File: config.mk
export PLATFORM = sky130hd
export DESIGN_NAME = hysteresis_relay_with_duty_cycle
export DESIGN_NICKNAME = d
export VERILOG_FILES = /design/src/hdl/hrdc_pkg.sv /design/src/hdl/hysteresis_relay_with_duty_cycle.sv /design/src/hdl/hrdc_cfg.sv /design/src/hdl/hrdc_core.sv
export SDC_FILE = /design/constraint.sdc
export NUM_CORES = 1
export LEC_CHECK = 0
export ABC_AREA = 1
export BUFFER_PORTS_ARGS = -buffer_cell sky130_fd_sc_hd__buf_4
export CORE_ASPECT_RATIO = 1.2
export CORE_MARGIN = 2
export CORE_UTILIZATION = 45
export DETAILED_ROUTE_END_ITERATION = 12
export PLACE_DENSITY = 0.58
export SYNTH_ARGS = -nofsm -noshare
export SYNTH_HDL_FRONTEND = slang
export SYNTH_SLANG_ARGS = --single-unit
File: constraint.sdc
create_clock -name clk -period 12.3 [get_ports clk]
set_input_delay 0.615 -clock clk [delete_from_list [all_inputs] [get_ports clk]]
set_output_delay 0.615 -clock clk [all_outputs]
set_load 0.01 [all_outputs]
File: src/hdl/hrdc_pkg.sv
// Shared types and constants for the hysteresis relay with duty cycle.
`default_nettype none
package hrdc_pkg;

  localparam int TempW  = 16;
  localparam int BandW  = 15;
  localparam int TicksW = 16;
  localparam int ErrW   = 18;
  localparam int TimerW = 17;
  localparam int ModeW  = 2;
  localparam int IdxW   = 3;
  localparam int DataW  = 16;

  localparam logic [ModeW-1:0] MODE_TIMED  = 2'd0;
  localparam logic [ModeW-1:0] MODE_FORCED = 2'd1;
  localparam logic [ModeW-1:0] MODE_HOLD   = 2'd2;

  localparam logic OP_SAMPLE = 1'b0;
  localparam logic OP_TICK   = 1'b1;

  localparam logic [IdxW-1:0] REG_SETPOINT  = 3'd0;
  localparam logic [IdxW-1:0] REG_BIAS      = 3'd1;
  localparam logic [IdxW-1:0] REG_INVERT    = 3'd2;
  localparam logic [IdxW-1:0] REG_BAND      = 3'd3;
  localparam logic [IdxW-1:0] REG_ON_TICKS  = 3'd4;
  localparam logic [IdxW-1:0] REG_OFF_TICKS = 3'd5;

  typedef struct packed {
    logic                    opcode;
    logic signed [TempW-1:0] temperature;
  } in_item_t;

  typedef struct packed {
    logic             relay_on;
    logic [ModeW-1:0] mode;
  } out_item_t;

  typedef struct packed {
    logic signed [TempW-1:0] setpoint;
    logic signed [TempW-1:0] bias;
    logic                    invert;
    logic [BandW-1:0]        band;
    logic [TicksW-1:0]       on_ticks;
    logic [TicksW-1:0]       off_ticks;
  } cfg_t;

endpackage
`default_nettype wire

File: src/hdl/hysteresis_relay_with_duty_cycle.sv
// Top level of the single-channel hysteresis relay with timed duty cycle.
// The block takes one item per clock cycle, sample or tick, and returns one
// result item for each. An accepted item is held in an input register, where
// the error compare, timer wrap and mode decision are done and the channel
// state is updated; its result is registered at the output once the output
// register is free. in_ready drops only while both the input register and
// the output register hold items and out_ready is low. Configuration is
// written through wr_en, wr_index and wr_data and takes effect on the next
// item; configuration and channel state reset to zero, while the item and
// result data registers are not reset.
`default_nettype none
module hysteresis_relay_with_duty_cycle (
  input  wire logic                       clk,
  input  wire logic                       rst,
  input  wire logic                       wr_en,
  input  wire logic [hrdc_pkg::IdxW-1:0]  wr_index,
  input  wire logic [hrdc_pkg::DataW-1:0] wr_data,
  input  wire logic                       in_valid,
  output logic                            in_ready,
  input  wire hrdc_pkg::in_item_t         in_data,
  output logic                            out_valid,
  input  wire logic                       out_ready,
  output hrdc_pkg::out_item_t             out_data
);

  hrdc_pkg::cfg_t      cfg;
  hrdc_pkg::in_item_t  s1_item;
  hrdc_pkg::out_item_t result;
  logic                s1_valid;
  logic                out_free;
  logic                step;

  assign out_free = !out_valid || out_ready;
  assign step     = s1_valid && out_free;
  assign in_ready = !s1_valid || out_free;

  hrdc_cfg u_cfg (
    .clk      (clk),
    .rst      (rst),
    .wr_en    (wr_en),
    .wr_index (wr_index),
    .wr_data  (wr_data),
    .cfg      (cfg)
  );

  hrdc_core u_core (
    .clk    (clk),
    .rst    (rst),
    .step   (step),
    .item   (s1_item),
    .cfg    (cfg),
    .result (result)
  );

  always_ff @(posedge clk) begin
    if (rst) begin
      s1_valid  <= 1'b0;
      out_valid <= 1'b0;
    end else begin
      if (in_ready) begin
        s1_valid <= in_valid;
      end
      if (out_free) begin
        out_valid <= s1_valid;
      end
    end
  end

  always_ff @(posedge clk) begin
    if (in_ready && in_valid) begin
      s1_item <= in_data;
    end
    if (step) begin
      out_data <= result;
    end
  end

  // A forced result always drives the relay on.
  a_forced_on: assert property (@(posedge clk) disable iff (rst)
    out_valid && out_data.mode == hrdc_pkg::MODE_FORCED |-> out_data.relay_on)
    else $error("forced mode with relay off");

  a_mode_code: assert property (@(posedge clk) disable iff (rst)
    out_valid |-> (out_data.mode == hrdc_pkg::MODE_TIMED ||
                   out_data.mode == hrdc_pkg::MODE_FORCED ||
                   out_data.mode == hrdc_pkg::MODE_HOLD))
    else $error("result carries an undefined mode");

  // Back pressure only when both stages are full and the output is stalled.
  a_ready_low: assert property (@(posedge clk) disable iff (rst)
    !in_ready |-> s1_valid && out_valid && !out_ready)
    else $error("input stalled without a full pipeline");

  // A stalled input stage keeps its item for the next cycle.
  a_s1_hold: assert property (@(posedge clk) disable iff (rst)
    s1_valid && !out_free |=> s1_valid && $stable(s1_item))
    else $error("input stage lost a stalled item");

endmodule
`default_nettype wire

File: src/hdl/hrdc_cfg.sv
// Configuration register file of the relay channel.
`default_nettype none
module hrdc_cfg (
  input  wire logic                       clk,
  input  wire logic                       rst,
  input  wire logic                       wr_en,
  input  wire logic [hrdc_pkg::IdxW-1:0]  wr_index,
  input  wire logic [hrdc_pkg::DataW-1:0] wr_data,
  output hrdc_pkg::cfg_t                  cfg
);

  hrdc_pkg::cfg_t regs;

  always_ff @(posedge clk) begin
    if (rst) begin
      regs <= '0;
    end else if (wr_en) begin
      case (wr_index)
        hrdc_pkg::REG_SETPOINT:  regs.setpoint  <= $signed(wr_data);
        hrdc_pkg::REG_BIAS:      regs.bias      <= $signed(wr_data);
        hrdc_pkg::REG_INVERT:    regs.invert    <= wr_data[0];
        hrdc_pkg::REG_BAND:      regs.band      <= wr_data[hrdc_pkg::BandW-1:0];
        hrdc_pkg::REG_ON_TICKS:  regs.on_ticks  <= wr_data;
        hrdc_pkg::REG_OFF_TICKS: regs.off_ticks <= wr_data;
        default: ;
      endcase
    end
  end

  assign cfg = regs;

endmodule
`default_nettype wire

File: src/hdl/hrdc_core.sv
// Relay decision logic and channel state: relay, cycle timer and last mode.
`default_nettype none
module hrdc_core (
  input  wire logic       clk,
  input  wire logic       rst,
  input  wire logic       step,
  input  wire hrdc_pkg::in_item_t item,
  input  wire hrdc_pkg::cfg_t  cfg,
  output hrdc_pkg::out_item_t result
);

  localparam logic [hrdc_pkg::TimerW-1:0] TimerMax = '1;

  logic                              relay_state, relay_state_next;
  logic [hrdc_pkg::TimerW-1:0]       cycle_timer, cycle_timer_next;
  logic [hrdc_pkg::ModeW-1:0]        last_mode, last_mode_next;

  logic signed [hrdc_pkg::ErrW-1:0]  err_raw, err, band_ext, limit;
  logic [hrdc_pkg::TimerW-1:0]       timer_eff;
  logic [hrdc_pkg::ModeW-1:0]        mode;
  logic                              over_band, timed_on;

  always_comb begin
    // Error is kept at full width so that extreme sums compare by true value.
    err_raw = $signed({{2{cfg.setpoint[hrdc_pkg::TempW-1]}}, cfg.setpoint})
            + $signed({{2{cfg.bias[hrdc_pkg::TempW-1]}}, cfg.bias})
            - $signed({{2{item.temperature[hrdc_pkg::TempW-1]}}, item.temperature});
    err      = cfg.invert ? -err_raw : err_raw;
    band_ext = $signed({3'b000, cfg.band});
    over_band = err > band_ext;

    limit = $signed({2'b00, cfg.on_ticks}) + $signed({2'b00, cfg.off_ticks})
          - 18'sd1;
    timer_eff = ($signed({1'b0, cycle_timer}) > limit) ? '0 : cycle_timer;
    timed_on  = timer_eff < {1'b0, cfg.on_ticks};

    if (cfg.setpoint == '0) begin
      mode = hrdc_pkg::MODE_TIMED;
    end else if (err[hrdc_pkg::ErrW-1]) begin
      mode = hrdc_pkg::MODE_FORCED;
    end else if (over_band) begin
      mode = hrdc_pkg::MODE_TIMED;
    end else begin
      mode = hrdc_pkg::MODE_HOLD;
    end

    if (item.opcode == hrdc_pkg::OP_TICK) begin
      relay_state_next = relay_state;
      last_mode_next   = last_mode;
      cycle_timer_next = (cycle_timer == TimerMax) ? cycle_timer
                                                   : cycle_timer + 1'b1;
    end else begin
      last_mode_next   = mode;
      cycle_timer_next = timer_eff;
      case (mode)
        hrdc_pkg::MODE_TIMED:  relay_state_next = timed_on;
        hrdc_pkg::MODE_FORCED: relay_state_next = 1'b1;
        default:               relay_state_next = relay_state;
      endcase
    end
  end

  always_ff @(posedge clk) begin
    if (rst) begin
      relay_state <= 1'b0;
      cycle_timer <= '0;
      last_mode   <= hrdc_pkg::MODE_TIMED;
    end else if (step) begin
      relay_state <= relay_state_next;
      cycle_timer <= cycle_timer_next;
      last_mode   <= last_mode_next;
    end
  end

  assign result.relay_on = relay_state_next;
  assign result.mode     = last_mode_next;

endmodule
`default_nettype wire
[After elaboration in Yosys (flattened, before gate mapping)]
Index checks and enable logic that the tools add are counted.
Cells by class
  add/sub/neg operators: 6
  $lt $le $gt $ge: 3
  eq/ne operators: 8
  muxes and demuxes: 10
  reduce and logical (&&, ||, !) cells: 16
Operators with widths (count)
  $mux 17: 3
  $add 16x16->17: 2
  $gt 18x16->1: 1
  $gt 18x18->1: 1
  $mux 18: 1
  $neg 18->18: 1
  $sub 17x16->18: 1
  $sub 18x2->18 const B: 1
  $add 17x1->17 const B: 1
  $eq 17x17->1 const B: 1
  $lt 17x16->1: 1
  $logic_not 16->1: 1
  $reduce_and 2->1: 7
  $mux 2: 4
  $eq 3x2->1 const B: 2
  $eq 3x3->1 const B: 2
  $eq 3x1->1 const B: 1
  $logic_not 3->1: 1
  $eq 2x1->1 const B: 1
  $logic_and 1x1->1: 2
  $logic_not 1->1: 2
  $logic_not 2->1: 1
  $logic_or 1x1->1: 2
  $ne 2x2->1 const B: 1
  2 further kinds: 2
Storage, ports and cells
  register bits after elaboration: 122
  bits of input ports: 41
  output and inout bits: 5
  logic and storage cells: 58

[Longest topological paths before layout]
Gate-level depths: netlist of the first run.
  word-level depth: 11
  depth in mapped cells: 39
  mapped depth without buffers: 38

[By module]
From an unflattened synthesis of the first run, not the netlist that was laid out.
Second synthesis, totals
  cell total of the unflattened synthesis: 1408
  area, all modules: 9536.6 sq um
Modules (own cells, without submodules)
  hrdc_core: instances 1, cells an instance 911, area each 5601.6 sq um, sequential area each 400.4 sq um
  hrdc_cfg: instances 1, cells an instance 465, area each 3243.1 sq um, sequential area each 1601.5 sq um
  hysteresis_relay_with_duty_cycle: instances 1, cells an instance 32, area each 691.9 sq um, sequential area each 640.6 sq um

[Least setup slack after synthesis of the first run]
Ideal clock, no wire load.
  path type: register -> register
  start point: register u_cfg.regs, in the netlist u_cfg.cfg[16]
  end point: register out_data[2] in the netlist's numbering (data pin)
  library setup time: 252 ps
  arrival time: 4600 ps
  required time: 12048 ps
  slack: 7448 ps
  cell stages (with the launch flop): 38
  period minus slack after synthesis: 4852 ps
  cells stage by stage: dfxtp_1 > ha_1 > inv_1 > fa_1 > inv_1 > nand2_1 > a21oi_2 > nand3_2 > nor2_4 > nand3_2 > nor2_4 > nand2_2 > nor3_1 > nand3_1 > xor2_1 > ha_1 > nand2_1 > nor3_1 > [... 2 more ...] > nand2_1 > a21boi_2 > inv_1 > buf_2 > nor2_1 > ha_1 > nand2_1 > nor2_1 > a211oi_1 > o221a_2 > nand2_1 > nand2_1 > nand2_1 > nand2_1 > nand2_1 > nand2_1 > nand2_1 > inv_1
RTL lines
  start, declared: RTL line hrdc_cfg.sv:12  | hrdc_pkg::cfg_t regs;
  end signal, assigned: RTL line hysteresis_relay_with_duty_cycle.sv:74  | out_data <= result;
  end, declared: RTL line hysteresis_relay_with_duty_cycle.sv:23  | output hrdc_pkg::out_item_t out_data

[Final worst setup path of the first run]
  start point: register u_cfg.regs, in the netlist u_cfg.cfg[16]
  end point: register u_core.relay_state
On the way
  word-level cells in the longest chain between the ends: 7
RTL lines
  $add 16x16->17: RTL line hrdc_core.sv:32  | limit = $signed({2'b00, cfg.on_ticks}) + $signed({2'b00, cfg.off_ticks})
  $sub 18x2->18: RTL line hrdc_core.sv:33  | - 18'sd1;
  $gt 18x18->1: RTL line hrdc_core.sv:34  | timer_eff = ($signed({1'b0, cycle_timer}) > limit) ? '0 : cycle_timer;
  $mux 17: RTL line hrdc_core.sv:34
  $lt 17x16->1 *: RTL line hrdc_core.sv:35  | timed_on = timer_eff < {1'b0, cfg.on_ticks};
  $pmux 1 s2 *: RTL line hrdc_core.sv:55  | case (mode)
  $mux 1 *: RTL line hrdc_core.sv:47  | if (item.opcode == hrdc_pkg::OP_TICK) begin
  end signal, assigned: RTL line hrdc_core.sv:69  | relay_state <= relay_state_next;
  end, declared: RTL line hrdc_core.sv:14  | logic relay_state, relay_state_next;
Mark *: on every way between the ends. The rest lies on a longest branch, timed or not.
A chain may end at the register's enable or synchronous reset.

==> results of run 1 <==
sequential cells by signal (all words and copies together) (netlist names):
name / count
out_data: 3
s1_valid: 1
u_core.cycle_timer: 17
u_core.last_mode: 2
u_cfg.cfg: 80
s1_item: 17
out_valid: 1
u_core.relay_state: 1
worst max-delay path: cells and delay by family, from the launching register on:
kind                       cells  cell delay [ns]
AOI/OAI and AO/OA              6             1.06
xor gates and xnor gates       1             0.16
adders and majority gates      4             1.23
buffers and inverters          3             0.56
DFF                            1             0.35
and+or+nand+nor               22             2.08
final timing paths:
check | startpoint | end | depth (start not counted)
worst min-delay path | in_data[7] | s1_item[7] | 1
worst max-delay path | u_cfg.cfg[16] | u_core.relay_state | 36
worst max register to register | u_cfg.cfg[16] | u_core.relay_state | 36
worst min register to register | u_cfg.cfg[32] | u_cfg.cfg[32] | 2
report_power, final:
part | leakage, nW | switching (mW) | internal (mW)
logic | 3.75 | 0.190 | 0.107
registers | 1.02 | 0.00827 | 0.422
clock network | 0.295 | 0.202 | 0.340
total | 5.07 | 0.400 | 0.868
synth_stat cells, types with 4 or more instances:
cell,number
nand2_1,282
inv_1,239
nor2_1,120
a21oi_1,116
dfxtp_1,102
o21ai_0,97
ha_1,85
nand3_1,62
nand2_2,29
clkbuf_1,27
xor2_1,25
edfxtp_1,20
nand4_1,20
fa_1,17
nor3_1,13
nor2_2,11
nand3b_1,10
inv_2,8
nand3_2,8
a211oi_1,6
a21o_1,6
xnor2_1,6
nor4_1,5
a31oi_1,4
and2_1,4
nor2_4,4
nor3_2,4
metrics by stage:
step | cell area [µm²] | hold slack [ns] | power, mW | setup WS (ns)
5_1_grt | 10510 | 0.3513 | 1.342 | 6.060
3_3_place_gp | 9882 | 0.4522 | 0.7318 | 6.946
4_1_cts | 10510 | 0.3477 | 1.278 | 6.755
2_1_floorplan | 9326 | 0.4280 | 0.6570 | 7.448
6_report | 10510 | 0.3628 | 1.268 | 6.794
3_5_place_dp | 9882 | 0.4510 | 0.7348 | 6.772
final cells by class:
| type | count | area (µm²) |
|---|---|---|
| clock buffers | 18 | 429.2 |
| well taps | 265 | 331.6 |
| multi-input cells | 960 | 5620 |
| flip-flops and latches | 122 | 2643 |
| fillers | 2148 | 9819 |
| repair buffers | 47 | 352.8 |
| inverters | 249 | 934.6 |
| clock inverters | 14 | 195.2 |
kinds of logic after synthesis:
| logic type | count (synthesis) | share of synthesized area, % |
|---|---|---|
| buffers and inverters | 279 | 11.40 |
| XOR/XNOR | 31 | 2.911 |
| adder cells (fa/ha/maj) | 102 | 15.05 |
| flip-flops | 122 | 28.33 |
| AO/OA/AOI/OAI | 250 | 14.39 |
| AND/OR/NAND/NOR | 577 | 27.90 |
metal layers:
| layer | up-vias | wire length (µm) | global-route usage [%] |
|---|---|---|---|
| met2 | 110 | 13280 | 46.26 |
| li1 | 4446 | - | - |
| met3 | 50 | 563 | 3.277 |
| met5 | - | 0 | 0 |
| met4 | 0 | 1072 | 11.84 |
| met1 | 3907 | 10620 | 27.54 |
==> metrics.txt, run 1 <==
status complete, no violations; fin util 51.69%; max_slew headroom 31.33%; num ports 46; Clock Path Buffers 2; # clock sinks 122; die area 0.02190 mm²; CP Capture Type flop; Die H 161.7 µm; vias in the first global route 8491; post-DP HPWL 20100 µm; Setup TNS Final 0 ns; Distinct cells, synth 45; Final Non-Filler Cells 1675; Max stage delay cell, worst path fa_1; Antenna Cells 0; routed wire length 25530 µm; H-tree levels 4; Tcrit/Tclk final 44.76%; synthesized area 0.009326 mm²; antenna violations before repair 0; cell mode on critical path nand2_1; CP arrival 5.87 ns; vias per cell 5.082; #FFs+latches synth 122; fin crit period 5.506 ns; worst-path fanout max 16; global-route wire length before repair 41960 µm; CTS clk-pin slew, worst paths 0.06 ns; Hold Fails Final Rpt 0; area grow syn2layout 12.65%; share of synthesized registers carrying an async set or reset 0%; Post-route DRC 0; Setup CP Type flop to flop; 1st-iter DRT viols 462; Congestion Overflow GR 0; largest net degree at the start of global routing 69; syn avg cell area 6.853 µm²; number of flops mapped to enable cells by yosys 20; max-slew violation count 0; CTS Root Cell clkbuf_16; # nets final 1540; dpl cells 1643; sequential area share after synthesis 28.33%; RD Place Congestion 0.8879; Initial Util 45.88%; CTS tree done; Resized Gates After CTS 0; top cell type's share of synthesized area 21.89%; Worst Tran Pin Value 1.027 ns; Mapped Cells 1361; Post-Syn Nets 1504; Critical Path RT 12.66 ns; Final setup viols 0; Die Width 135.4 µm; TritonRoute pass-1 iters 5; PD cells 120.7 mW/mm²; peak supply drop 0.0001028 V; gr usage total 24.80%; Yosys warning count 0; post-DR wirelength/cell 15.24 µm; CTS Buf Count 17; fmax 181.6 MHz; most frequent cells in the layout 282 x nand2_1, 239 x inv_1, 120 x nor2_1, 116 x a21oi_1, 102 x dfxtp_1; Core ar. 0.02033 mm²; Synth area leaders dfxtp_1 22%, ha_1 11%, nand2_1 11%, inv_1 9.6%, edfxtp_1 6.4%; worst hold path type input pin to flop; count of input and output buffers 45; static leakage 5.068 nW; total number of vias 8513; post-route ant nets 0; critical path launch point type flop; Hold-fix buffers, CTS 0; share of cells above drive strength 1 10.71%; Skew-Pair Late Insertion Delay 0.42 ns; unrepaired setup endpoints after global routing no; Max Cap Viol 0; worst reg2reg setup slack 6.79 ns; Setup Buffers After CTS 0; Top FF cell, synth dfxtp_1; row cnt 57; worst clock skew 0.005229 ns; most common cell after layout, fill and taps aside nand2_1; Crit path largest cell delay 0.38 ns; dominant cell type by area after synthesis dfxtp_1
(Power assumes the default switching activity.)
==> inputs of run 2 (changes only) <==
Settings changed: ABC_AREA 1 to 0.
Clock period 12.3 ns to 5.72 ns, I/O delays scaled along.
==> run 2 against run 1 <==
Effect of this change: area after synthesis decreased by 3.7%; largest power group unchanged; first-iteration DRC count rose by 5.2%; critical path type unchanged; setup slack got worse by 7.0 ns; hold slack got worse by 0.32 ns; the flow now finishes with violations (negative setup slack); combinational power up 73%; utilization is 3.8 points higher; synthesized cell count decreased by 15%; sequential cell count is the same; via count decreased by 4.4%; non-clock buffer count grew 67; global-route usage shrank 1.3 points; sequential power increased by 110%.
==> metrics.txt, run 2 <==
worst clock skew 0.01107 ns (+0.005844 ns); most common cell after layout, fill and taps aside nand2_1; Post-Layout Inst Area 0.01085 mm² (+3.3%); most frequent cells in the layout 214 x nand2_1, 127 x a21oi_1, 116 x inv_1, 113 x buf_4, 100 x dfxtp_1; Final setup viols 2 (+2); Critical Path RT 5.85 ns (-6.81 ns); Die Width 132.9 µm (-1.8%); P_sw 0.7250 mW (+81%); capturing point of the worst reg2reg path out_data[2]; row cnt 56 (-1.8%); R2R Path Start u_cfg.cfg[16]; combinational power share 20.0% (-3.4 points); worst hold path type input pin to flop; failing checks negative setup slack; final worst setup slack -0.1560 ns (-6.950 ns); global routing usage on met1 28.77% (+1.2 points); count of input and output buffers 45 (unchanged); Pwr Total 2.583 mW (+100%); gr usage total 23.53% (-1.3 points); Skew-Pair Late Insertion Delay 0.42 ns (about the same); Synth area leaders dfxtp_1 23%, ha_1 12%, nand2_1 9.0%, a21oi_1 7.4%, edfxtp_1 6.7%; Yosys warning count 0 (unchanged); worst-path fanout max 14 (-2); hold endpoint s1_item[3]; TritonRoute pass-1 iters 5 (unchanged); number of flops mapped to enable cells by yosys 20 (unchanged); syn avg cell area 7.754 µm² (+13%); Mapped Cells 1158 (-15%); CTS Buf Count 17 (unchanged); max-slew violation count 0 (unchanged); max reg flops 80 (unchanged); # clock sinks 122 (unchanged); Worst Tran Pin Value 1.104 ns (+0.07720 ns); Core ar. 0.01955 mm² (-3.8%); max_slew headroom 26.37% (-5.0 points); #FFs+latches synth 122 (unchanged); synthesized area 0.008979 mm² (-3.7%); vias per cell 5.362 (+5.5%); RD Place Congestion 0.8328 (-6.2%); CTS tree done; Die H 158.7 µm (-1.8%); global-route met2 utilization 41.66% (-4.6 points); top post-synthesis cells by count 215 x nand2_1, 132 x a21oi_1, 117 x inv_1; top cell type's share of synthesized area 22.74% (+0.85 points); GRT met3 Usage 3.193% (-0.084 points); Place WS -0.2801 ns (-7.052 ns); CP Capture Type flop; dominant cell type by area after synthesis dfxtp_1; Top FF cell, synth dfxtp_1; share of synthesized registers carrying an async set or reset 0% (unchanged); Tcrit/Tclk final 102.7% (+58 points); H-tree levels 4 (unchanged); Crit path largest cell delay 0.36 ns (-0.02 ns); Flop pwr share 35.4% (+1.5 points); share of cells above drive strength 1 16.39% (+5.7 points); unrepaired setup endpoints after global routing yes; post-DR wirelength/cell 15.99 µm (+4.9%); cell mode on critical path buf_4; CTS Root Cell clkbuf_16; Max stage delay cell, worst path dfxtp_4; Hold Path Origin in_data[3]; Clock Path Buffers 2 (unchanged); Clock Power Share 44.7% (+2.0 points); # nets final 1387 (-9.9%); hold depth 1 (unchanged); Post-route DRC 0 (unchanged); CP arrival 6.01 ns (+0.14 ns); Post-Syn Nets 1301 (-13%); Power Internal 1.858 mW (+110%); Antenna Cells 0 (unchanged); sw frac 28.07% (-3.5 points); post-DP HPWL 18020 µm (-10%); total number of vias 8140 (-4.4%); worst r2r path cells 32 (-11%); antenna violations before repair 0 (unchanged); critical path launch point type flop; Hold Fails Final Rpt 0 (unchanged); Setup CP Type flop to flop; busiest layer in global routing met2; area grow syn2layout 20.88%; CTS clk-pin slew, worst paths 0.06 ns (about the same); status finished, violations left; Setup TNS Final -0.2635 ns (-0.2635 ns); most frequent cell after synthesis nand2_1; post-route ant nets 0 (unchanged); static leakage 4.593 nW (-9.4%); peak supply drop 0.0001801 V (+75%); sequential area share after synthesis 29.43% (+1.1 points); worst reg2reg setup slack -0.16 ns (-6.95 ns); fin crit period 5.876 ns (+0.3703 ns); fmax 170.2 MHz (-6.3%); Distinct cells, synth 80 (+78%); Max Cap Viol 0 (unchanged); Area after DPL 0.009874 mm² (about the same); vias in the first global route 8047 (-5.2%); 1st-iter DRT viols 486 (+5.2%); largest net degree at the start of global routing 103 (+49%); num ports 46 (unchanged); Initial Util 45.93% (about the same); PD cells 238.0 mW/mm² (+97%); die area 0.02110 mm² (-3.6%); Congestion Overflow GR 0 (unchanged); global-route wire length before repair 40020 µm (-4.6%); routed wire length 24280 µm (-4.9%)
## run 2: worst max-delay path by stage
stage,from,to,cells past startpoint
finish,u_cfg.cfg[16],out_data[2],32
global route,u_cfg.cfg[16],u_core.relay_state,35
CTS,u_cfg.cfg[0],out_data[2],34
detailed placement,u_cfg.cfg[0],out_data[2],33
global placement,u_cfg.cfg[0],out_data[2],32
floorplan,u_cfg.cfg[16],out_data[2],32
## run 2: kinds of logic after synthesis
group                      after synthesis  synth area share (%)
muxes                                    4                0.4459
and+or+nand+nor                        425                 22.06
xor gates and xnor gates                48                 4.682
adders and majority gates              102                 15.64
DFF                                    122                 29.43
AOI/OAI and AO/OA                      293                 20.72
buffers and inverters                  164                 7.023
## run 2: per-stage QoR
stage / instances / hold slack (ns) / utilization (%)
final: 1518 / 0.04326 / 55.52
after global routing: 1518 / 0.02698 / 55.52
after CTS: 1514 / 0.02892 / 54.79
after detailed placement: 1472 / 0.4475 / 50.51
after global placement: 1472 / 0.4423 / 50.51
after floorplan: 1158 / 0.3849 / -
## run 2: worst max-delay path, delay by kind of cell (launching register included)
| kind | cells | cell delay, ns |
|---|---|---|
| DFF | 1 | 0.36 |
| AOI/OAI and AO/OA | 8 | 1.09 |
| adders and majority gates | 4 | 1.08 |
| buffers and inverters | 4 | 0.53 |
| and+or+nand+nor | 14 | 2.25 |
| xor gates and xnor gates | 2 | 0.26 |
## run 2: area by class of cell
type / instances / area (µm²)
clock inverter: 14 / 193.9
inverter: 117 / 439.2
timing repair buffer: 114 / 859.6
tap: 261 / 326.6
multi-input combinational: 872 / 5957
sequential: 122 / 2648
clock buffer: 18 / 429.2
fill: 1855 / 8696
## run 2: per-layer routing
layer	up-vias	wire [µm]
li1	4178	-
met1	3809	10780
met2	116	12190
met3	37	511
met4	0	801
met5	-	0
## run 2: timing repair
item / in CTS / in global routing
setup endpoints to repair: 2 / 2
gates resized for setup: 27 / 23
pin swaps: 16 / 22
hold buffers: 0 / 0
buffers inserted: 10 / 4
## run 2: power by group through the flow
stage          Sequential [mW]  Clock (mW)  Combinational (mW)
4_1_cts                  0.913        1.17               0.497
2_1_floorplan            0.925           0               0.331
3_3_place_gp             0.931           0               0.473
3_5_place_dp             0.931           0               0.475
6_report                 0.913        1.15               0.515
5_1_grt                  0.916        1.21               0.581
